File: src/rtl/pcorr_pkg.sv
// ----------------------------------------------------------------------------
// pcorr_pkg
// Shared types and constants for the Pearson correlation block.
// ----------------------------------------------------------------------------
package pcorr_pkg;

  localparam int MAX_LEN   = 256;
  localparam int CNT_W     = 17;
  localparam int SUM_W     = 24;
  localparam int SQ_W      = 40;
  localparam int MUL_A_W   = 128;
  localparam int MUL_B_W   = 64;
  localparam int WIDE_W    = 64;
  localparam int RND_SHIFT = 30;
  localparam int MAG_W     = 15;
  localparam int MAG_TOP   = 14;
  localparam int BIT_W     = 4;
  localparam int KSQ_W     = 30;
  localparam int CORR_W    = 16;

  typedef enum logic [1:0] {
    ST_OK       = 2'd0,
    ST_ZERO_VAR = 2'd1,
    ST_OVERFLOW = 2'd2
  } status_e;

  // running values handed from the accumulator to the solver
  typedef struct packed {
    logic [CNT_W-1:0]        n;
    logic signed [SUM_W-1:0] sx;
    logic signed [SUM_W-1:0] sy;
    logic [SQ_W-1:0]         sx2;
    logic [SQ_W-1:0]         sy2;
    logic signed [SQ_W-1:0]  sxy;
    logic                    ovf;
  } snap_t;

  typedef struct packed {
    logic               start;
    logic [MUL_A_W-1:0] a;
    logic [MUL_B_W-1:0] b;
  } mul_req_t;

  typedef struct packed {
    logic               done;
    logic [MUL_A_W-1:0] prod;
  } mul_rsp_t;

  typedef enum logic [1:0] {
    BK_IDLE,
    BK_START,
    BK_WAIT,
    BK_OUT
  } back_state_e;

  typedef enum logic [3:0] {
    OP_NSXY,
    OP_SXSY,
    OP_NSX2,
    OP_SXSX,
    OP_NSY2,
    OP_SYSY,
    OP_AA,
    OP_PB,
    OP_KK,
    OP_KP
  } op_e;

endpackage

File: src/rtl/pcorr_queue.sv
// ----------------------------------------------------------------------------
// pcorr_queue
// Two-entry snapshot queue between accumulator and solver.
// ----------------------------------------------------------------------------
module pcorr_queue import pcorr_pkg::*; (
  input  logic  clk_i,
  input  logic  rst_ni,
  input  logic  push_i,
  input  snap_t data_i,
  output logic  full_o,
  input  logic  pop_i,
  output logic  empty_o,
  output snap_t data_o
);

  snap_t      mem_q [2];
  logic       wr_q, rd_q;
  logic [1:0] cnt_q;
  logic       do_push, do_pop;

  assign full_o  = (cnt_q == 2'd2);
  assign empty_o = (cnt_q == 2'd0);
  assign do_push = push_i && !full_o;
  assign do_pop  = pop_i && !empty_o;
  assign data_o  = mem_q[rd_q];

  always_ff @(posedge clk_i or negedge rst_ni) begin
    if (!rst_ni) begin
      wr_q <= 1'b0; rd_q <= 1'b0; cnt_q <= 2'd0;
    end else begin
      if (do_push) wr_q <= !wr_q;
      if (do_pop) rd_q <= !rd_q;
      cnt_q <= cnt_q + {1'b0, do_push} - {1'b0, do_pop};
    end
  end

  always_ff @(posedge clk_i) begin
    if (do_push) mem_q[wr_q] <= data_i;
  end

endmodule

File: config.mk
export PLATFORM = sky130hd
export DESIGN_NAME = pcorr_queue
export DESIGN_NICKNAME = d
export VERILOG_FILES = /design/src/rtl/pcorr_pkg.sv /design/src/rtl/pcorr_queue.sv
export SDC_FILE = /design/constraint.sdc
export NUM_CORES = 1
export LEC_CHECK = 0
export ABC_CLOCK_PERIOD_IN_PS = 13850
export BUFFER_PORTS_ARGS = -buffer_cell sky130_fd_sc_hd__buf_2
export CAP_MARGIN = 20
export CORE_UTILIZATION = 41
export CTS_BUF_LIST = sky130_fd_sc_hd__clkbuf_16
export DETAILED_ROUTE_END_ITERATION = 10
export MAX_ROUTING_LAYER = met4
export PLACE_DENSITY_LB_ADDON = 0.25
export SYNTH_ARGS = -nofsm -noshare
export SYNTH_HDL_FRONTEND = slang
export SYNTH_SLANG_ARGS = --single-unit
File: constraint.sdc
create_clock -name clk_i -period 13.85 [get_ports clk_i]
set_input_delay 2.77 -clock clk_i [delete_from_list [all_inputs] [get_ports clk_i]]
set_output_delay 2.77 -clock clk_i [all_outputs]
set_load 0.02 [all_outputs]
==> metrics.md <==
| Metric | Value |
|---|---|
| Pin count of the biggest net entering global routing | `82` |
| DR WL met2 | `14.44 mm` |
| Area of the core | `33780 um^2` |
| DR DRC count | `0` |
| Most frequent CP cell | `buf_4` |
| Hold WC Path Type | `flop to flop` |
| Routed WL per cell | `18.63 um` |
| Detail Route Antenna Nets | `0` |
| Total die area | `35270 um^2` |
| Cts repair resizes | `0` |
| Fin crit period | `6406 ps` |
| Starting Density | `41.90%` |
| GP Congestion | `0.8229` |
| Simple-gate area share of the yosys netlist | `0.2121%` |
| Synth Register Bits | `376` |
| Sink Count | `376` |
| Vias | `6889` |
| Clock Latency Late Sink | `500 ps` |
| Top Layer Used | `met4` |
| HP Start | `cnt_q[1]$_DFF_PN0_` |
| DPL Wire Length | `18.64 mm` |
| Total GRT Usage | `15.56%` |
| Clk root buf | `clkbuf_16` |
| Die Wd | `187.8 um` |
| Compound-Gate Fraction of Synth Area | `0%` |
| Synth Warn # | `0` |
| RSZ-0062 raised after global routing | `false` |
| Status | `finished clean` |
| CTS tree | `yes` |
| Post-Syn Instances | `597` |
| Fin. Hold Viols | `0` |
| CP Class | `flop to output pin` |
| 1st-pass router iterations | `5` |
| Synthesized cell area | `14160 um^2` |
| Setup crit start kind | `flop` |
| Vias in the first global route | `7119` |
| Vias per cell | `4.652` |
| CP arrival | `3640 ps` |
| Crit path largest cell delay | `850 ps` |
| Worst Path Required | `11080 ps` |
| Clk_skew | `6.851 ps` |
| Netlist cell types | `15` |
| Max-slew headroom | `31.45%` |
| First-pass GRT wire length | `40.51 mm` |
| DIE HEIGHT | `187.8 um` |
| Slowest-stage cell, CP | `dfrtp_4` |
| Max-slew violation count | `0` |
| Power density over the cells | `223.7 nW/um^2` |
| Footprint of the multi-input gates | `2685 um^2` |
| CTS clk-pin slew, worst paths | `60 ps` |
| Final nets | `1195` |
| Xor and xnor area share after synthesis | `0.2475%` |
| Aggregate global routing overflow | `0` |
| Setup Fix Bufs, Post-CTS | `0` |
| Routed wire length | `27.60 mm` |
| Slew @ Worst Pin | `1026 ps` |
| # setup viols final | `0` |
| RR Endpoint | `mem_q[0][50]$_DFFE_PP_` |
| CP Max Fanout | `56` |
| Antenna violations before repair | `3` |
| Fin util | `52.39%` |
| FF-to-FF Start | `cnt_q[1]$_DFF_PN0_` |
| Met1 WL | `10.70 mm` |
| Max_cap viols | `0` |
| Worst path cell trace | `buf_4 -> buf_4 -> mux2_2 -> buf_2` |
| Top-area cell type share of the netlist area | `78.91%` |
| Static leakage | `7.000 nW` |
| IO buf count | `377` |
| Seq/Total Area, Yosys | `79.62%` |
| FF-to-FF path depth | `4` |
| Syn_nets | `789` |
| Site row count | `67` |
| Layout cells sized above 1 | `60.78%` |
| Synth-to-layout area growth | `25.03%` |
| Hold-fix buffers at CTS | `0` |
| IO Count | `378` |
| H-tree depth | `2` |
| Largest family of logic cells by synthesized area | `multiplexers` |
| Average cell area after synthesis | `23.71 um^2` |
| Peak VDD IR | `0.0001373 V` |
| Tcrit/Tclk final | `46.25%` |
| CTS Buffer Depth | `3` |
| Reg area | `11270 um^2` |
| Length of routed met3 wiring | `1.696 mm` |
| Fill cell count | `2775` |
| Reg2reg setup slack | `10990 ps` |
| TritonCTS Buffers | `40` |
| Initial detailed-routing violation count | `426` |
| Highest Clock Rate | `156.1 MHz` |
| Adder-cell share of the synthesized area | `0.1768%` |
| Worst hold endpoint | `cnt_q[1]$_DFF_PN0_` |
| Hold path depth | `1` |
| TNS Setup | `0 ps` |
| Crit. End Element | `output pin` |
| Post-synthesis mux area share | `18.24%` |
| Ranking of synthesized cells by area | `edfxtp_1, mux2_4, mux2_2` |
| Area leader, netlist | `edfxtp_1` |
metrics by stage:
stage / instance area, um^2 / setup slack, ps / hold slack [ps] / power [W] / instances
6_report: 17700 / 7444 / 502.9 / 0.003960 / 1481
5_1_grt: 17700 / 7248 / 540.1 / 0.004131 / 1481
4_1_cts: 17660 / 7314 / 505.5 / 0.004019 / 1477
3_5_place_dp: 16470 / 7868 / 491.1 / 0.003042 / 1408
3_3_place_gp: 16470 / 7921 / 491.8 / 0.003029 / 1408
2_1_floorplan: 14160 / 2538 / 460.8 / 0.002718 / 597
Yosys cell counts, drive strengths merged:
master / n
edfxtp: 372
mux2: 186
buf: 21
dfrtp: 4
xnor2: 3
ha: 2
inv: 2
nor2: 2
and3: 1
nand2: 1
nand2b: 1
nor2b: 1
xor2: 1
final cells by class:
type	count	area share, %
diodes	3	0.04241
clock buffers	41	5.797
clock inverters	28	0.9685
inverters	2	0.04241
multi-input cells	198	15.17
flip-flops and latches	376	63.70
well taps	448	3.167
repair buffers	385	11.11
metal layers:
| layer | GRT usage (%) | vias up |
|---|---|---|
| met4 | 5.722 | 0 |
| met1 | 17.60 | 3384 |
| met3 | 3.743 | 48 |
| met5 | - | - |
| li1 | - | 3206 |
| met2 | 26.75 | 251 |
cells by family after synthesis:
group	Yosys count
mux	186
simple gates	6
flops	376
fa+ha+maj	2
xor+xnor	4
buf+inv	23
worst max-delay path, delay by kind of cell (launching register included):
| family | cells | cell delay (ps) |
|---|---|---|
| flops | 1 | 850 |
| mux | 1 | 410 |
| buf+inv | 3 | 1750 |
placed cells by master (no fill, tap or decap):
cell,netlist,final
dfrtp_1,4,3
diode_2,0,3
edfxtp_1,372,372
and3_4,0,1
xnor2_1,3,3
bufinv_16,0,2
dfrtp_4,0,1
nor2_4,0,1
nand2b_1,1,1
buf_2,5,377
mux2_4,130,130
nor2_1,2,1
buf_4,0,7
nor2b_1,1,1
clkbuf_16,0,41
buf_16,0,1
clkinvlp_4,0,1
xor2_1,1,1
clkinv_2,0,8
clkinv_1,0,8
inv_1,2,11
mux2_2,56,56
nand2_1,1,1
ha_1,2,2
worst max path at each step:
stage,startpoint,endpoint,cells past startpoint
global placement,rd_q$_DFFE_PN0P_,data_o[20],4
floorplan,push_i,mem_q[0][0]$_DFFE_PP_,2
detailed placement,rd_q$_DFFE_PN0P_,data_o[23],4
global route,rd_q$_DFFE_PN0P_,data_o[23],4
CTS,rd_q$_DFFE_PN0P_,data_o[23],4
finish,rd_q$_DFFE_PN0P_,data_o[23],4
sequential cells by signal, indices dropped and copies added, names as in the netlist:
name,count
cnt_q,2
mem_q,372
wr_q,1
rd_q,1
power breakdown:
| part | total [W] | internal [W] | switching, W | leakage, nW |
|---|---|---|---|---|
| Clock | 0.000965 | 0.000569 | 0.000396 | 0.625 |
| Combinational | 0.00134 | 0.000573 | 0.000771 | 2.88 |
| Sequential | 0.00165 | 0.00156 | 0.0000909 | 3.50 |
| Total | 0.00396 | 0.00270 | 0.00126 | 7.00 |
Note: power is estimated with default switching activity, not from simulation.
