[src/rtl/pcorr_pkg.sv]
// ----------------------------------------------------------------------------
// pcorr_pkg
// Shared types and constants for the Pearson correlation block.
// ----------------------------------------------------------------------------
package pcorr_pkg;

  localparam int MAX_LEN   = 256;
  localparam int CNT_W     = 17;
  localparam int SUM_W     = 24;
  localparam int SQ_W      = 40;
  localparam int MUL_A_W   = 128;
  localparam int MUL_B_W   = 64;
  localparam int WIDE_W    = 64;
  localparam int RND_SHIFT = 30;
  localparam int MAG_W     = 15;
  localparam int MAG_TOP   = 14;
  localparam int BIT_W     = 4;
  localparam int KSQ_W     = 30;
  localparam int CORR_W    = 16;

  typedef enum logic [1:0] {
    ST_OK       = 2'd0,
    ST_ZERO_VAR = 2'd1,
    ST_OVERFLOW = 2'd2
  } status_e;

  // running values handed from the accumulator to the solver
  typedef struct packed {
    logic [CNT_W-1:0]        n;
    logic signed [SUM_W-1:0] sx;
    logic signed [SUM_W-1:0] sy;
    logic [SQ_W-1:0]         sx2;
    logic [SQ_W-1:0]         sy2;
    logic signed [SQ_W-1:0]  sxy;
    logic                    ovf;
  } snap_t;

  typedef struct packed {
    logic               start;
    logic [MUL_A_W-1:0] a;
    logic [MUL_B_W-1:0] b;
  } mul_req_t;

  typedef struct packed {
    logic               done;
    logic [MUL_A_W-1:0] prod;
  } mul_rsp_t;

  typedef enum logic [1:0] {
    BK_IDLE,
    BK_START,
    BK_WAIT,
    BK_OUT
  } back_state_e;

  typedef enum logic [3:0] {
    OP_NSXY,
    OP_SXSY,
    OP_NSX2,
    OP_SXSX,
    OP_NSY2,
    OP_SYSY,
    OP_AA,
    OP_PB,
    OP_KK,
    OP_KP
  } op_e;

endpackage

[src/rtl/pcorr_front.sv]
// ----------------------------------------------------------------------------
// pcorr_front
// Accepts pairs, updates the five running sums, pushes a snapshot on last.
// ----------------------------------------------------------------------------
module pcorr_front import pcorr_pkg::*; (
  input  logic               clk_i,
  input  logic               rst_ni,
  input  logic               in_valid_i,
  output logic               in_stall_o,
  input  logic signed [15:0] x_value_i,
  input  logic signed [15:0] y_value_i,
  input  logic               last_pair_i,
  input  logic               q_full_i,
  output logic               push_o,
  output snap_t              snap_o
);

  logic [CNT_W-1:0]        n_q, n_d;
  logic signed [SUM_W-1:0] sx_q, sx_d, sy_q, sy_d;
  logic [SQ_W-1:0]         sx2_q, sx2_d, sy2_q, sy2_d;
  logic signed [SQ_W-1:0]  sxy_q, sxy_d;
  logic                    ovf_q, ovf_d;
  logic signed [31:0]      xx, yy, xy;
  logic                    accept, full;

  assign in_stall_o = q_full_i;
  assign accept     = in_valid_i && !q_full_i;
  assign xx = x_value_i * x_value_i;
  assign yy = y_value_i * y_value_i;
  assign xy = x_value_i * y_value_i;
  assign full = (n_q >= CNT_W'(MAX_LEN));

  always_comb begin
    n_d = n_q; sx_d = sx_q; sy_d = sy_q;
    sx2_d = sx2_q; sy2_d = sy2_q; sxy_d = sxy_q; ovf_d = ovf_q;
    if (full) begin
      ovf_d = 1'b1;
    end else begin
      n_d   = n_q + CNT_W'(1);
      sx_d  = sx_q + {{(SUM_W-16){x_value_i[15]}}, x_value_i};
      sy_d  = sy_q + {{(SUM_W-16){y_value_i[15]}}, y_value_i};
      sx2_d = sx2_q + {{(SQ_W-32){1'b0}}, xx};
      sy2_d = sy2_q + {{(SQ_W-32){1'b0}}, yy};
      sxy_d = sxy_q + {{(SQ_W-32){xy[31]}}, xy};
    end
  end

  assign snap_o = '{n: n_d, sx: sx_d, sy: sy_d, sx2: sx2_d, sy2: sy2_d,
                    sxy: sxy_d, ovf: ovf_d};
  assign push_o = accept && last_pair_i;

  always_ff @(posedge clk_i or negedge rst_ni) begin
    if (!rst_ni) begin
      n_q <= '0; sx_q <= '0; sy_q <= '0;
      sx2_q <= '0; sy2_q <= '0; sxy_q <= '0; ovf_q <= 1'b0;
    end else if (accept) begin
      if (last_pair_i) begin
        n_q <= '0; sx_q <= '0; sy_q <= '0;
        sx2_q <= '0; sy2_q <= '0; sxy_q <= '0; ovf_q <= 1'b0;
      end else begin
        n_q <= n_d; sx_q <= sx_d; sy_q <= sy_d;
        sx2_q <= sx2_d; sy2_q <= sy2_d; sxy_q <= sxy_d; ovf_q <= ovf_d;
      end
    end
  end

endmodule

[config.mk]
export PLATFORM = sky130hd
export DESIGN_NAME = pcorr_front
export DESIGN_NICKNAME = d
export VERILOG_FILES = /design/src/rtl/pcorr_pkg.sv /design/src/rtl/pcorr_front.sv
export SDC_FILE = /design/constraint.sdc
export NUM_CORES = 2
export LEC_CHECK = 0
export ABC_CLOCK_PERIOD_IN_PS = 22200
export BUFFER_PORTS_ARGS = -buffer_cell sky130_fd_sc_hd__clkbuf_2
export CORE_MARGIN = 5
export CORE_UTILIZATION = 28
export CTS_CLUSTER_SIZE = 16
export DETAILED_ROUTE_END_ITERATION = 16
export GPL_ROUTABILITY_DRIVEN = 0
export PLACE_DENSITY_LB_ADDON = 0.15
export RECOVER_POWER = 50
export SLEW_MARGIN = 15
export SYNTH_ARGS = -nofsm -noshare
export SYNTH_HDL_FRONTEND = slang
export SYNTH_SLANG_ARGS = --single-unit
[constraint.sdc]
create_clock -name clk_i -period 22.2 [get_ports clk_i]
set_input_delay 3.33 -clock clk_i [delete_from_list [all_inputs] [get_ports clk_i]]
set_output_delay 3.33 -clock clk_i [all_outputs]
set_load 0.03 [all_outputs]
==> metrics.csv <==
metric,value,unit
WP buf/inv,8,
fin util,30.8,%
wire per inst,19.6,µm
clk_skew,0.0158,ns
reg2reg start,n_q[8],
Setup Crit Path Kind,input pin to output pin,
total global-route track usage,17.4,%
overflow left after global routing,0,
final setup fails,0,
M3 GR Usage,1.34,%
DRT iter0 DRCs,1559,
initial antenna violation count,7,
Post-synth EDFFs,0,
final antenna-violating net count,0,
PortBufs,224,
die width,404,µm
hold path depth,2,
largest family of logic cells by synthesized area,adder cells,
met2 global-route usage,31.8,%
Setup Total Neg Slack,0,ns
# hold bufs at CTS,0,
initial core utilization,28.2,%
worst hold path endpoint,ovf_q,
Worst path slowest cell,clkbuf_1,
via count,33900,
fin crit period,17.87,ns
"Slew Viols, Final",580,
# DRC,0,
clock sink count,186,
DR vias/cell,4.74,
Root Driver,clkbuf_16,
Clock transition at path regs,0.08,ns
Top Ports,225,
Detailed Routing Iterations Pass 1,5,
synthesized area per cell,8.72,µm²
vias in the first global route,36500,
layout cells sized above 1,6.68,%
mux cell area share after synthesis,0.785,%
cell family contributing the most delay on the critical path,adder cells,
HP Class,flop to flop,
Layout Nets,6279,
CP endpoint kind,output pin,
post-synthesis sequential area ratio,10.7,%
Async SR Flop Fraction,100,%
Netlist cell types,75,
"Net Count, Synth",6177,
Synth Flop Type,dfrtp_1,
WP data required,18.87,ns
Worst-Margin Slew,5.44,ns
largest net degree at the start of global routing,83,
P&R area growth vs syn,9.08,%
first-pass GRT wire length,221000,µm
CP most frequent cell,fa_1,
post-synthesis adder-cell area fraction,45.9,%
final worst-path cycle share,80.5,%
HP Start,ovf_q,
CTS tree,done,
"Most Used Layer, Global Route",met2,
total CTS buffers,17,
failing checks,"max-capacitance violations, max-slew violations",
Synth Instances,4989,
crit start category,input pin,
routing usage on met1,22.8,%
max incr delay on CP,1.65,ns
Post-Synth XOR/XNOR Area,5.31,%
post-CTS resize count,0,
Die Ht,404,µm
fill cell count,16600,
crit path DAT,14.54,ns
row cnt,144,
worst-skew pair later-pin latency,0.50,ns
H-tree depth,4,
die area,0.163,mm²
Core ar.,0.154,mm²
"flops & latches, synth",186,
Synth Area in Compound Gates,13.6,%
Crit Reg-Reg Endpoint,sy_q[23],
synthesized area,0.0435,mm²
reg2reg setup slack,15.76,ns
Post-CTS Setup Repair Bufs,0,
dpl hpwl,110000,µm
Peak Freq,55.9,MHz
Final Hold Fails,0,
simple-gate share of the synthesized area,13.5,%
Relative slew margins,-263,%
unrepaired setup endpoints after global routing,false,
final wirelength,140000,µm
Yosys warning count,0,
status,"complete, but fails checks",
Critical Path Fanout Max,38,
CTS Buffer Depth,2,
max-cap viol count,13,
R2R depth,7,
[layout make-up]
cell class | count | area [µm²] | area share, %
diodes | 2 | 5.00 | 0.0105
flip-flops and latches | 186 | 4650 | 9.81
inverters | 995 | 3730 | 7.87
clock inverters | 15 | 211 | 0.446
multi-input cells | 3612 | 34400 | 72.5
repair buffers | 279 | 1480 | 3.11
well taps | 2044 | 2560 | 5.39
clock buffers | 17 | 425 | 0.896
[metrics by stage]
step | instances | hold WS [ns] | cell area [µm²] | setup slack (ns)
floorplan | 4989 | 0.454 | 43500 | 7.12
global placement | 7116 | 0.476 | 46900 | 5.59
detailed placement | 7116 | 0.491 | 46900 | 5.43
CTS | 7148 | 0.510 | 47500 | 5.41
global route | 7148 | 0.530 | 47500 | 3.95
finish | 7150 | 0.504 | 47500 | 4.33
[synthesized netlist by cell type, types with 6 or more instances]
library cell  instances  area (µm²)
a2111oi_0             6        52.6
a211oi_1             17         128
a21o_1              106         796
a21oi_1             186         931
a221o_1               6        60.1
a221oi_1              7        61.3
a22o_1              135        1180
a22oi_1               7        52.6
a31o_2                9        78.8
a31oi_1              32         200
and2_1              179        1120
and3_1               37         231
and4_1               10        87.6
buf_1                 7        26.3
clkbuf_1            187         702
clkinv_1              6        22.5
dfrtp_1             186        4650
fa_1                739       14800
ha_1                412        5150
inv_1               986        3700
mux2_2               25         282
mux2i_1               6        60.1
nand2_1             632        2370
nand2b_1             29         181
nand3_1              44         220
nand3b_1              6        45.0
nand4_1              16         100
nor2_1              215         807
nor2b_1              28         175
nor3_1               38         190
nor4_1                6        37.5
o211ai_1             19         143
o21a_1               34         255
o21ai_0             203        1020
o21bai_1             31         233
o31ai_1              26         195
or2_2                 9        56.3
or3_1                18         113
xnor2_1             189        1660
xor2_1               75         657
[how the worst max path moves through the flow]
stage	start	cells past startpoint	endpoint	slack [ns]
6_report	y_value_i[1]	33	snap_o[75]	4.33
5_1_grt	y_value_i[1]	33	snap_o[75]	3.95
4_1_cts	y_value_i[3]	33	snap_o[75]	5.41
3_5_place_dp	y_value_i[3]	33	snap_o[75]	5.43
3_3_place_gp	y_value_i[2]	34	snap_o[75]	5.59
2_1_floorplan	x_value_i[15]	29	snap_o[40]	7.12
[layout by cell type, fill, tap and decap left out, types with 25 or more instances in the layout]
master	count
inv_1	986
fa_1	739
nand2_1	632
ha_1	412
nor2_1	215
clkbuf_2	205
o21ai_0	203
xnor2_1	189
a21oi_1	186
dfrtp_1	186
and2_1	175
a22o_1	135
a21o_1	106
xor2_1	75
buf_4	46
nand3_1	44
nor3_1	38
and3_1	37
o21a_1	34
a31oi_1	32
o21bai_1	31
nand2b_1	29
clkbuf_1	28
nor2b_1	27
o31ai_1	26
mux2_2	25
[state kept, by name (all words and copies together) (netlist names)]
| signal | flops |
|---|---|
| sx2_q | 40 |
| sy2_q | 40 |
| n_q | 17 |
| ovf_q | 1 |
| sx_q | 24 |
| sxy_q | 40 |
| sy_q | 24 |
[cells by family (layout without fill, tap and decap cells)]
| kind of cell | count (synthesis) | in the layout |
|---|---|---|
| fa+ha+maj | 1151 | 1151 |
| flops | 186 | 186 |
| buf+inv | 1191 | 1306 |
| mux | 31 | 31 |
| other cells | 0 | 2 |
| compound gates | 883 | 883 |
| xor+xnor | 264 | 264 |
| simple gates | 1283 | 1283 |
[worst min-delay path, cell delays in order (launching register included)]
cell     delay [ns]
dfrtp_1        0.35
a21oi_1        0.04
nor2_1         0.08
[layer usage]
metal	share of wire, %	vias to the layer above
li1	-	16100
met1	44	17300
met2	51	493
met3	2.7	85
met4	1.8	0
met5	0	-
Power is not shown: default switching activity piles up to over one toggle a cycle in this logic, so the estimate is an artifact.
