`src/rtl/pcorr_pkg.sv`:
```
// ----------------------------------------------------------------------------
// pcorr_pkg
// Shared types and constants for the Pearson correlation block.
// ----------------------------------------------------------------------------
package pcorr_pkg;

  localparam int MAX_LEN   = 256;
  localparam int CNT_W     = 17;
  localparam int SUM_W     = 24;
  localparam int SQ_W      = 40;
  localparam int MUL_A_W   = 128;
  localparam int MUL_B_W   = 64;
  localparam int WIDE_W    = 64;
  localparam int RND_SHIFT = 30;
  localparam int MAG_W     = 15;
  localparam int MAG_TOP   = 14;
  localparam int BIT_W     = 4;
  localparam int KSQ_W     = 30;
  localparam int CORR_W    = 16;

  typedef enum logic [1:0] {
    ST_OK       = 2'd0,
    ST_ZERO_VAR = 2'd1,
    ST_OVERFLOW = 2'd2
  } status_e;

  // running values handed from the accumulator to the solver
  typedef struct packed {
    logic [CNT_W-1:0]        n;
    logic signed [SUM_W-1:0] sx;
    logic signed [SUM_W-1:0] sy;
    logic [SQ_W-1:0]         sx2;
    logic [SQ_W-1:0]         sy2;
    logic signed [SQ_W-1:0]  sxy;
    logic                    ovf;
  } snap_t;

  typedef struct packed {
    logic               start;
    logic [MUL_A_W-1:0] a;
    logic [MUL_B_W-1:0] b;
  } mul_req_t;

  typedef struct packed {
    logic               done;
    logic [MUL_A_W-1:0] prod;
  } mul_rsp_t;

  typedef enum logic [1:0] {
    BK_IDLE,
    BK_START,
    BK_WAIT,
    BK_OUT
  } back_state_e;

  typedef enum logic [3:0] {
    OP_NSXY,
    OP_SXSY,
    OP_NSX2,
    OP_SXSX,
    OP_NSY2,
    OP_SYSY,
    OP_AA,
    OP_PB,
    OP_KK,
    OP_KP
  } op_e;

endpackage

```
`src/rtl/pcorr_mul.sv`:
```
// ----------------------------------------------------------------------------
// pcorr_mul
// Shift-add multiplier, one multiplier bit per cycle, stops early on zero.
// ----------------------------------------------------------------------------
module pcorr_mul import pcorr_pkg::*; (
  input  logic     clk_i,
  input  logic     rst_ni,
  input  mul_req_t req_i,
  output mul_rsp_t rsp_o
);

  logic [MUL_A_W-1:0] acc_q, a_q;
  logic [MUL_B_W-1:0] b_q;
  logic               busy_q, done_q;

  always_ff @(posedge clk_i or negedge rst_ni) begin
    if (!rst_ni) begin
      busy_q <= 1'b0; done_q <= 1'b0;
    end else begin
      done_q <= 1'b0;
      if (req_i.start) begin
        busy_q <= 1'b1;
      end else if (busy_q && b_q == '0) begin
        busy_q <= 1'b0;
        done_q <= 1'b1;
      end
    end
  end

  always_ff @(posedge clk_i) begin
    if (req_i.start) begin
      acc_q <= '0; a_q <= req_i.a; b_q <= req_i.b;
    end else if (busy_q && b_q != '0) begin
      if (b_q[0]) acc_q <= acc_q + a_q;
      a_q <= a_q << 1;
      b_q <= b_q >> 1;
    end
  end

  assign rsp_o = '{done: done_q, prod: acc_q};

endmodule

```
`config.mk`:
```
export PLATFORM = sky130hd
export DESIGN_NAME = pcorr_mul
export DESIGN_NICKNAME = d
export VERILOG_FILES = /design/src/rtl/pcorr_pkg.sv /design/src/rtl/pcorr_mul.sv
export SDC_FILE = /design/constraint.sdc
export NUM_CORES = 1
export LEC_CHECK = 0
export BUFFER_PORTS_ARGS = -buffer_cell sky130_fd_sc_hd__buf_2
export CORE_MARGIN = 2
export CORE_UTILIZATION = 63
export DETAILED_ROUTE_END_ITERATION = 7
export GPL_ROUTABILITY_DRIVEN = 0
export PLACE_DENSITY_LB_ADDON = 0.12
export SLEW_MARGIN = 30
export SYNTH_ARGS = -nofsm -noshare
export SYNTH_HDL_FRONTEND = slang
export SYNTH_SLANG_ARGS = --single-unit
```
`constraint.sdc`:
```
create_clock -name clk_i -period 5.8 [get_ports clk_i]
set_input_delay 0.58 -clock clk_i [delete_from_list [all_inputs] [get_ports clk_i]]
set_output_delay 0.58 -clock clk_i [all_outputs]
set_load 0.05 [all_outputs]
```
==> results of run 1 <==
## worst max-delay path, cell delays in order, from the launching register on
cell and delay, ns:
edfxtp_1 0.38, ha_1 0.22, fa_1 0.44, a211oi_1 0.35
nor2_1 0.11, o31ai_1 0.55, nand3b_1 0.26, a41oi_1 0.33
o211ai_1 0.27, o21ai_2 0.57, o211a_1 0.37, o31ai_1 0.12
xnor2_1 0.16, o21ai_0 0.09
## state kept, by name, indices dropped and copies added, names as in the netlist
signal / count
a_q: 128
acc_q: 128
b_q: 64
busy_q: 1
done_q: 1
## final cells by class
class | count | area share
clock inverters | 12 | 0.00474
flip-flops and latches | 322 | 0.349
well taps | 448 | 0.0233
inverters | 49 | 0.00765
repair buffers | 335 | 0.0726
multi-input cells | 1774 | 0.500
clock buffers | 56 | 0.0432
## path summary, 6_finish.rpt
kind / from / to / slack [ns] / depth (start not counted)
setup reg to reg: a_q[0] / acc_q[120] / 1.43 / 13
hold reg to reg: acc_q[93] / acc_q[93] / 0.47 / 2
hold / removal: req_i[98] / a_q[34] / 0.33 / 2
setup / recovery: a_q[0] / acc_q[120] / 1.43 / 13
max in group asynchronous: rst_ni / done_q / 5.30 / 2
min in group asynchronous: rst_ni / busy_q / 0.39 / 2
## power by group through the flow
stage	Combinational (µW)	Clock, µW	Sequential [µW]
final	4810	2240	3160
after CTS	4720	2270	3150
after detailed placement	4690	0	3190
after global placement	4620	0	3180
after floorplan	2840	0	3910
after global routing	5200	2340	3200
## kinds of logic (layout without fill, tap and decap cells)
group           count (synthesis)  count (layout)
xor+xnor                      102             102
fa+ha+maj                     128             128
compound gates                644             644
mux                           193             193
flops                         322             322
simple gates                  707             707
buf+inv                       179             452
## routing by layer
layer / global-route usage / vias up / routed length (µm)
met5: 0 / - / 31
met3: 0.0758 / 182 / 5350
met1: 0.424 / 8764 / 24200
li1: - / 8926 / -
met2: 0.523 / 865 / 26700
met4: 0.147 / 4 / 2670
## cells in the mapped netlist, drive strengths merged (6+ instances only)
master / n / area [µm²]
o31ai: 15 / 136
nor3b: 6 / 50.1
or2: 9 / 56.3
ha: 127 / 1590
a21o: 38 / 285
mux2: 190 / 2140
nand2b: 11 / 68.8
o21a: 18 / 135
a31oi: 19 / 119
xor2: 46 / 403
a21boi: 12 / 90.1
nor2: 117 / 439
nor4: 28 / 181
dfxtp: 128 / 2560
nor2b: 9 / 56.3
o21ai: 135 / 694
xnor2: 56 / 490
o211ai: 11 / 87.6
a221oi: 8 / 70.1
nand2: 326 / 1230
edfxtp: 192 / 5770
clkbuf: 93 / 353
or4: 9 / 71.3
and3: 8 / 50.1
a21oi: 280 / 1410
nand3: 20 / 100
buf: 37 / 174
and2: 8 / 50.1
nand3b: 18 / 135
or3: 18 / 123
inv: 49 / 184
a211oi: 18 / 140
o21bai: 44 / 330
nand4: 68 / 425
nor3: 35 / 175
## per-stage QoR
step / worst slack (ns) / power, µW / instances
final: 1.43 / 10200 / 2996
after global routing: 1.12 / 10700 / 2996
after CTS: 1.51 / 10100 / 2996
after global placement: 1.78 / 7800 / 2926
after floorplan: 1.73 / 6750 / 2275
after detailed placement: 1.54 / 7880 / 2927
## repair_timing
| item | in CTS | in global routing |
|---|---|---|
| hold buffers | 1 | 0 |
| endpoints found under the hold margin | 2 | 0 |
| buffers inserted | 0 | 0 |
==> results.md, run 1 <==
Floorplanning:
- From left edge to right edge, the die measures 187 µm.
- The placeable core region is 33,300 µm².
- The area of the die is 35,000 µm².
- From bottom edge to top edge, the die measures 187 µm.
- In this run the core area contains 67 standard-cell rows.
- The initial utilization of the core area, before any placement, comes to 0.634.
- The top-level port count is 324.

Run status:
- The flow ran to the end, and the final reports show no timing, DRC or antenna violations.

Logic synthesis:
- In this run, synthesis inferred 192 flip-flops with an integrated enable.
- Each instance of the synthesized netlist takes up on average 9.27 µm².
- The number of different library cells in the post-synthesis netlist is 90.
- Of the total synthesized cell area, the portion taken by XOR and XNOR cells is 0.0424.
- The compound-cell area share of the yosys netlist came to 0.188.
- The multiplexer share of the synthesized area is 0.103.
- The synthesis-stage register bit count is 322.
- Of the total synthesized cell area, the portion taken by AND, OR, NAND and NOR gates is 0.159.
- The count of synthesis-stage warnings from yosys is 0.
- The netlist area before placement is 21,100 µm².
- The fraction of the mapped netlist area in adder cells is 0.0763.
- The main combinational cell family by area after synthesis is compound AO/OA/AOI/OAI gates.
- The fraction of the yosys area taken by sequential cells is 0.397.
- The post-synth net total is 2,598.
- Synthesis handed over a netlist of 2,275 instances.
- The most used flip-flop cell after synthesis is edfxtp_1.
- After synthesis, the share of flip-flops with an asynchronous set or reset is 0.00621.

Pwr:
- The analysis attributes to net switching a power of 4470 µW.
- The share of total power dissipated in the clock network is 0.219.
- The part of the power in combinational logic is 0.471.
- Summed over all cells, the static leakage comes to 0.0101 µW.
- Of the total power, registers draw 0.309.
- In this run the power density over the cells is 425 nW/µm².
- Of the total power, the share spent switching nets is 0.438.
- The worst-case IR drop observed on VDD is 0.000348 V.
- The internal power of the cells totals 5740 µW.

CTS:
- Clock tree synthesis selected as its root buffer the cell clkbuf_16.
- The clock latency reported for the late side of the worst-skew pair is 0.55 ns.
- The number of resized instances in the post-cts repair step is 0.
- TritonCTS built the clock tree.
- The clock net in this run drives a total of 322 sinks.
- The clock transition at the register clock pins on the worst setup and hold paths after CTS is 0.06 ns.
- The depth of the CTS H-tree is 2.
- The clock passes through at most 3 buffers.
- TritonCTS created 37 clock buffers.

Setup path:
- The critical setup path kind is flip-flop to flip-flop.
- At the worst endpoint, the arrival time is 4.77 ns.
- Along the worst path, the maximum fanout reaches 6.
- STA classifies the critical path endpoint as a flip-flop.
- At the worst endpoint, the required time is 6.20 ns.
- The element type at the critical path start is a flip-flop.

STA:
- The actual transition at the worst max-transition pin is 0.901 ns.
- The total of endpoints with negative setup slack in the final report is 0.
- The share of the clock period used by the worst path is 0.753.
- The upper clock frequency limit is 229 MHz.
- The final number of max-transition violations came to 0.
- The time the worst path needs with I/O delays and setup is 4.37 ns.
- Setup repair after global routing left no endpoint under its margin.
- Hold timing on the final database bottoms out at a slack of 0.330 ns.
- The hold violation count in the final report is 0.
- In the final timing run, aggregate negative setup slack is 0 ns.
- On the final layout, the worst clock skew is 0.0152 ns.
- The headroom to the max-slew limit is 0.399.

Place:
- The number of buffer cells added on primary ports is 323.
- The HPWL after detailed placement is 43.6 mm.
- In this run the cell area measured after placement is 22,900 µm².

Detailed routing:
- The total vias in the final route is 18,741.
- Using the TritonRoute via totals, the vias-per-cell ratio works out to 6.26.
- The average wire per cell in the routed design is 19.7 µm.
- The total detailed-routing wirelength is 58.9 mm.
- The iteration count of the initial detailed-routing pass is 6.
- The initial detailed-routing violation count is 1,748.
- For this run, design rule violations remaining after detail routing come to 0.
- The count of antenna-violating nets left after detailed routing is 0.

Cells and area:
- The footprint of the multi-input gates is 12,000 µm².
- Summing all flip-flop and latch instances after layout gives 8380 µm².
- Counting the fill cells in the layout gives 2,617.
- Leaving out fill and tap cells, the most frequent cell in the layout is nand2_1.
- Of the cells placed in the final design, the portion with a size suffix greater than 1 is 0.241.
- After the last flow step, the layout net total stands at 2,842.
- The area of all placed cells without fillers is 24,000 µm².
- Relative to the synthesized area, the layout overhead comes to 14.0%.
- The repair_antennas step left the layout with diodes totalling 0.
- In the layout the commonest cells are 324 x nand2_1, 322 x buf_2, 279 x a21oi_1.
- The final core utilization is 0.722.

GRT:
- For this run, the total global-route usage over all layers was measured as 0.327.
- The via count of the first global-routing pass is 18,187.
- The maximum number of pins on one net before global-route repair is 109.
- The total global routing overflow is 0.
- The initial antenna violation count came to 2.
- The first-pass GRT wire length is 93.4 mm.

Flow run:
- The max-cap check violation count is 0.

Min path:
- The class of the tightest hold or removal check is input port to flip-flop.
Note: power is estimated with default switching activity, not from simulation.
==> inputs of run 2 (changes only) <==
--- a/config.mk
+++ b/config.mk
@@ -7,7 +7,7 @@
 export LEC_CHECK = 0
 export BUFFER_PORTS_ARGS = -buffer_cell sky130_fd_sc_hd__buf_2
 export CORE_MARGIN = 2
-export CORE_UTILIZATION = 63
+export CORE_UTILIZATION = 58
 export DETAILED_ROUTE_END_ITERATION = 7
 export GPL_ROUTABILITY_DRIVEN = 0
 export PLACE_DENSITY_LB_ADDON = 0.12
==> constraint.sdc (replaced) <==
create_clock -name clk_i -period 4.5 [get_ports clk_i]
set_input_delay 0.45 -clock clk_i [delete_from_list [all_inputs] [get_ports clk_i]]
set_output_delay 0.45 -clock clk_i [all_outputs]
set_load 0.05 [all_outputs]
==> results.md, run 2 (same netlist as run 1, synthesis figures left out) <==
STA:
- The total of endpoints with negative setup slack in the final report is 0 (unchanged).
- The headroom to the max-slew limit is 0.400 (was 0.399).
- The final setup skew is 0.0349 ns (was 0.0152 ns).
- The hold violation count in the final report is 0 (unchanged).
- The aggregate negative setup slack is 0 ns (unchanged).
- The share of the clock period used by the worst path is 0.918 (was 0.753).
- The actual transition at the worst max-transition pin came to 0.901 ns (about the same).
- The time the worst path needs with I/O delays and setup was 4.13 ns (was 4.37 ns).
- Unrepaired setup endpoints after global routing: false (unchanged).
- The final number of max-transition violations is 0 (unchanged).
- The upper clock frequency limit is 242 MHz (was 229 MHz).

Pwr:
- The total power of the final layout is 13,500 µW (was 10,200 µW).
- The static leakage is 0.0102 µW (was 0.0101 µW).
- The worst ir drop on vdd was 0.000397 V (was 0.000348 V).
- The areal power density over the cells came to 556 nW/µm² (was 425 nW/µm²).

Cells and area:
- The most common cell after layout, fill and taps aside is nand2_1 (unchanged).
- The share of layout cells above drive strength 1 is 0.244 (was 0.241).
- Largest registers: a_q x128, acc_q x128, b_q x64 (unchanged).
- Leading cell types in the layout, fill and taps excluded: 324 x nand2_1, 322 x buf_2, 279 x a21oi_1 (unchanged).
- The layout filler cell count came to 2,880 (was 2,617).
- The area added between synthesis and finish is 14.8% (was 14.0%).
- The filler-free cell count of the finished design came to 3,013 (was 2,996).
- The area of all placed cells without fillers is 24,200 µm² (was 24,000 µm²).
- The number of nets in the layout was 2,847 (was 2,842).

GRT:
- The via count of the first global-routing pass was 18,086 (was 18,187).
- The total global routing track utilization is 0.312 (was 0.327).
- The total global routing overflow is 0 (unchanged).
- The maximum number of pins on one net before global-route repair was 101 (was 109).
- The first-pass GRT wire length is 95.5 mm (was 93.4 mm).
- The met3 global-route usage was 0.0684 (was 0.0758).
- The met2 usage in global routing is 0.485 (was 0.523).
- The met1 track demand over resource in global routing was 0.414 (was 0.424).
- The initial antenna violation count is 4 (was 2).
- The most heavily used metal layer in global routing is met2 (unchanged).

Detailed routing:
- The count of antenna-violating nets left after detailed routing is 0 (unchanged).
- The post-detailed-route via-to-cell ratio is 6.25 (was 6.26).
- The total vias in the final route is 18,844 (was 18,741).
- The residual DRC count came to 0 (unchanged).
- The iteration count of the initial detailed-routing pass came to 6 (unchanged).
- The total detailed-routing wirelength was 60.7 mm (was 58.9 mm).
- The average wire per cell in the routed design is 20.2 µm (was 19.7 µm).
- The initial detailed-routing violation count is 1,564 (was 1,748).

CTS:
- The post-CTS setup-driven buffer insertion count is 0 (unchanged).
- The number of resized instances in the post-cts repair step is 0 (unchanged).
- The number of buffers inserted for hold repair after clock tree synthesis is 1 (unchanged).
- The clock transition at the register clock pins on the worst setup and hold paths after CTS came to 0.06 ns (about the same).
- The total CTS buffers is 37 (unchanged).
- The clock latency reported for the late side of the worst-skew pair came to 0.59 ns (was 0.55 ns).
- The root buffer cell is clkbuf_16 (unchanged).
- The sink count of the clock tree came to 322 (unchanged).
- The CTS tree is done (unchanged).
- The buffer levels on the longest clock path is 3 (unchanged).
- The depth of the CTS H-tree came to 2 (unchanged).

Setup path:
- The type of destination of the critical path is a flip-flop (unchanged).
- The critical path data required time is 4.90 ns (was 6.20 ns).
- The maximum fanout along the worst path is 6 (unchanged).
- The delay of the slowest cell on the worst path is 0.54 ns (was 0.57 ns).
- The gate family responsible for the most delay along the worst path was compound AO/OA/AOI/OAI gates (unchanged).
- The cell repeated most along the worst path is o31ai_1 (unchanged).
- The critical setup path kind is flip-flop to flip-flop (unchanged).
- The standard cell with the maximum stage delay on the critical path is o21ai_2 (unchanged).
- The buffering stage count on the worst path with inverters included is 1 (was 0).
- The element type at the critical path start was a flip-flop (unchanged).
- List of cells traversed by the critical path: ha_1, fa_1, a211oi_1, nor2_1, o31ai_1, buf_4, nand3b_1, a41oi_1, o211ai_1, o21ai_2, o31ai_1, a21oi_1, xor2_1, o21ai_0 (was ha_1, fa_1, a211oi_1, nor2_1, o31ai_1, nand3b_1, a41oi_1, o211ai_1, o21ai_2, o211a_1, o31ai_1, xnor2_1, o21ai_0).
- The worst path arrival time is 4.54 ns (was 4.77 ns).

Place:
- The cell area reported after detailed placement came to 23,000 µm² (was 22,900 µm²).
- The number of buffer cells added on primary ports came to 323 (unchanged).
- The number of cells after detailed placement was 2,945 (was 2,927).
- The HPWL after detailed placement is 44.9 mm (was 43.6 mm).

Floorplanning:
- The die boundary width is 195 µm (was 187 µm).
- The top-level port count came to 324 (unchanged).
- The area of the die came to 37,900 µm² (was 35,000 µm²).
- The row count is 69 (was 67).
- The placeable core region was 35,700 µm² (was 33,300 µm²).
- The starting density of the core is 0.592 (was 0.634).
- The die height was 195 µm (was 187 µm).

Min path:
- The class of the tightest hold or removal check was input port to flip-flop (unchanged).

Run status:
- Result of the run: completed (unchanged).

Flow run:
- The max-cap check violation count is 0 (unchanged).
## run 2: power by group
part	switching, µW	internal (µW)
Combinational	4140	2090
Sequential	426	3650
Clock	1270	1880
Total	5840	7620
## run 2: metal layers
metal  vias up  share of wire
met5         -        0.00081
li1       8934              -
met4         6          0.048
met3       188          0.082
met1      8890           0.43
met2       826           0.44
## run 2: final timing paths
kind / slack (ns) / to / cells after the start / startpoint
hold / removal: 0.16 / b_q[63] / 2 / req_i[63]
hold reg to reg: 0.47 / acc_q[7] / 2 / acc_q[7]
max in group asynchronous: 4.19 / busy_q / 2 / rst_ni
setup / recovery: 0.37 / acc_q[112] / 14 / a_q[0]
min in group asynchronous: 0.21 / done_q / 2 / rst_ni
setup reg to reg: 0.37 / acc_q[112] / 14 / a_q[0]
## run 2: cell type report
cell class / instances / area (µm²) / area share
multi-input combinational: 1774 / 12000 / 0.496
sequential: 322 / 8380 / 0.346
antenna: 1 / 2.50 / 0.000103
inverter: 49 / 184 / 0.00760
clock buffer: 51 / 1020 / 0.0421
tap: 461 / 577 / 0.0238
clock inverter: 15 / 223 / 0.00920
timing repair buffer: 340 / 1810 / 0.0749
## run 2: through the flow
stage	setup slack (ns)	util	hold WS, ns
2_1_floorplan	0.557	-	0.154
3_3_place_gp	0.635	0.643	0.235
3_5_place_dp	0.541	0.644	0.236
4_1_cts	0.459	0.679	0.140
5_1_grt	0.169	0.679	0.157
6_report	0.368	0.679	0.164
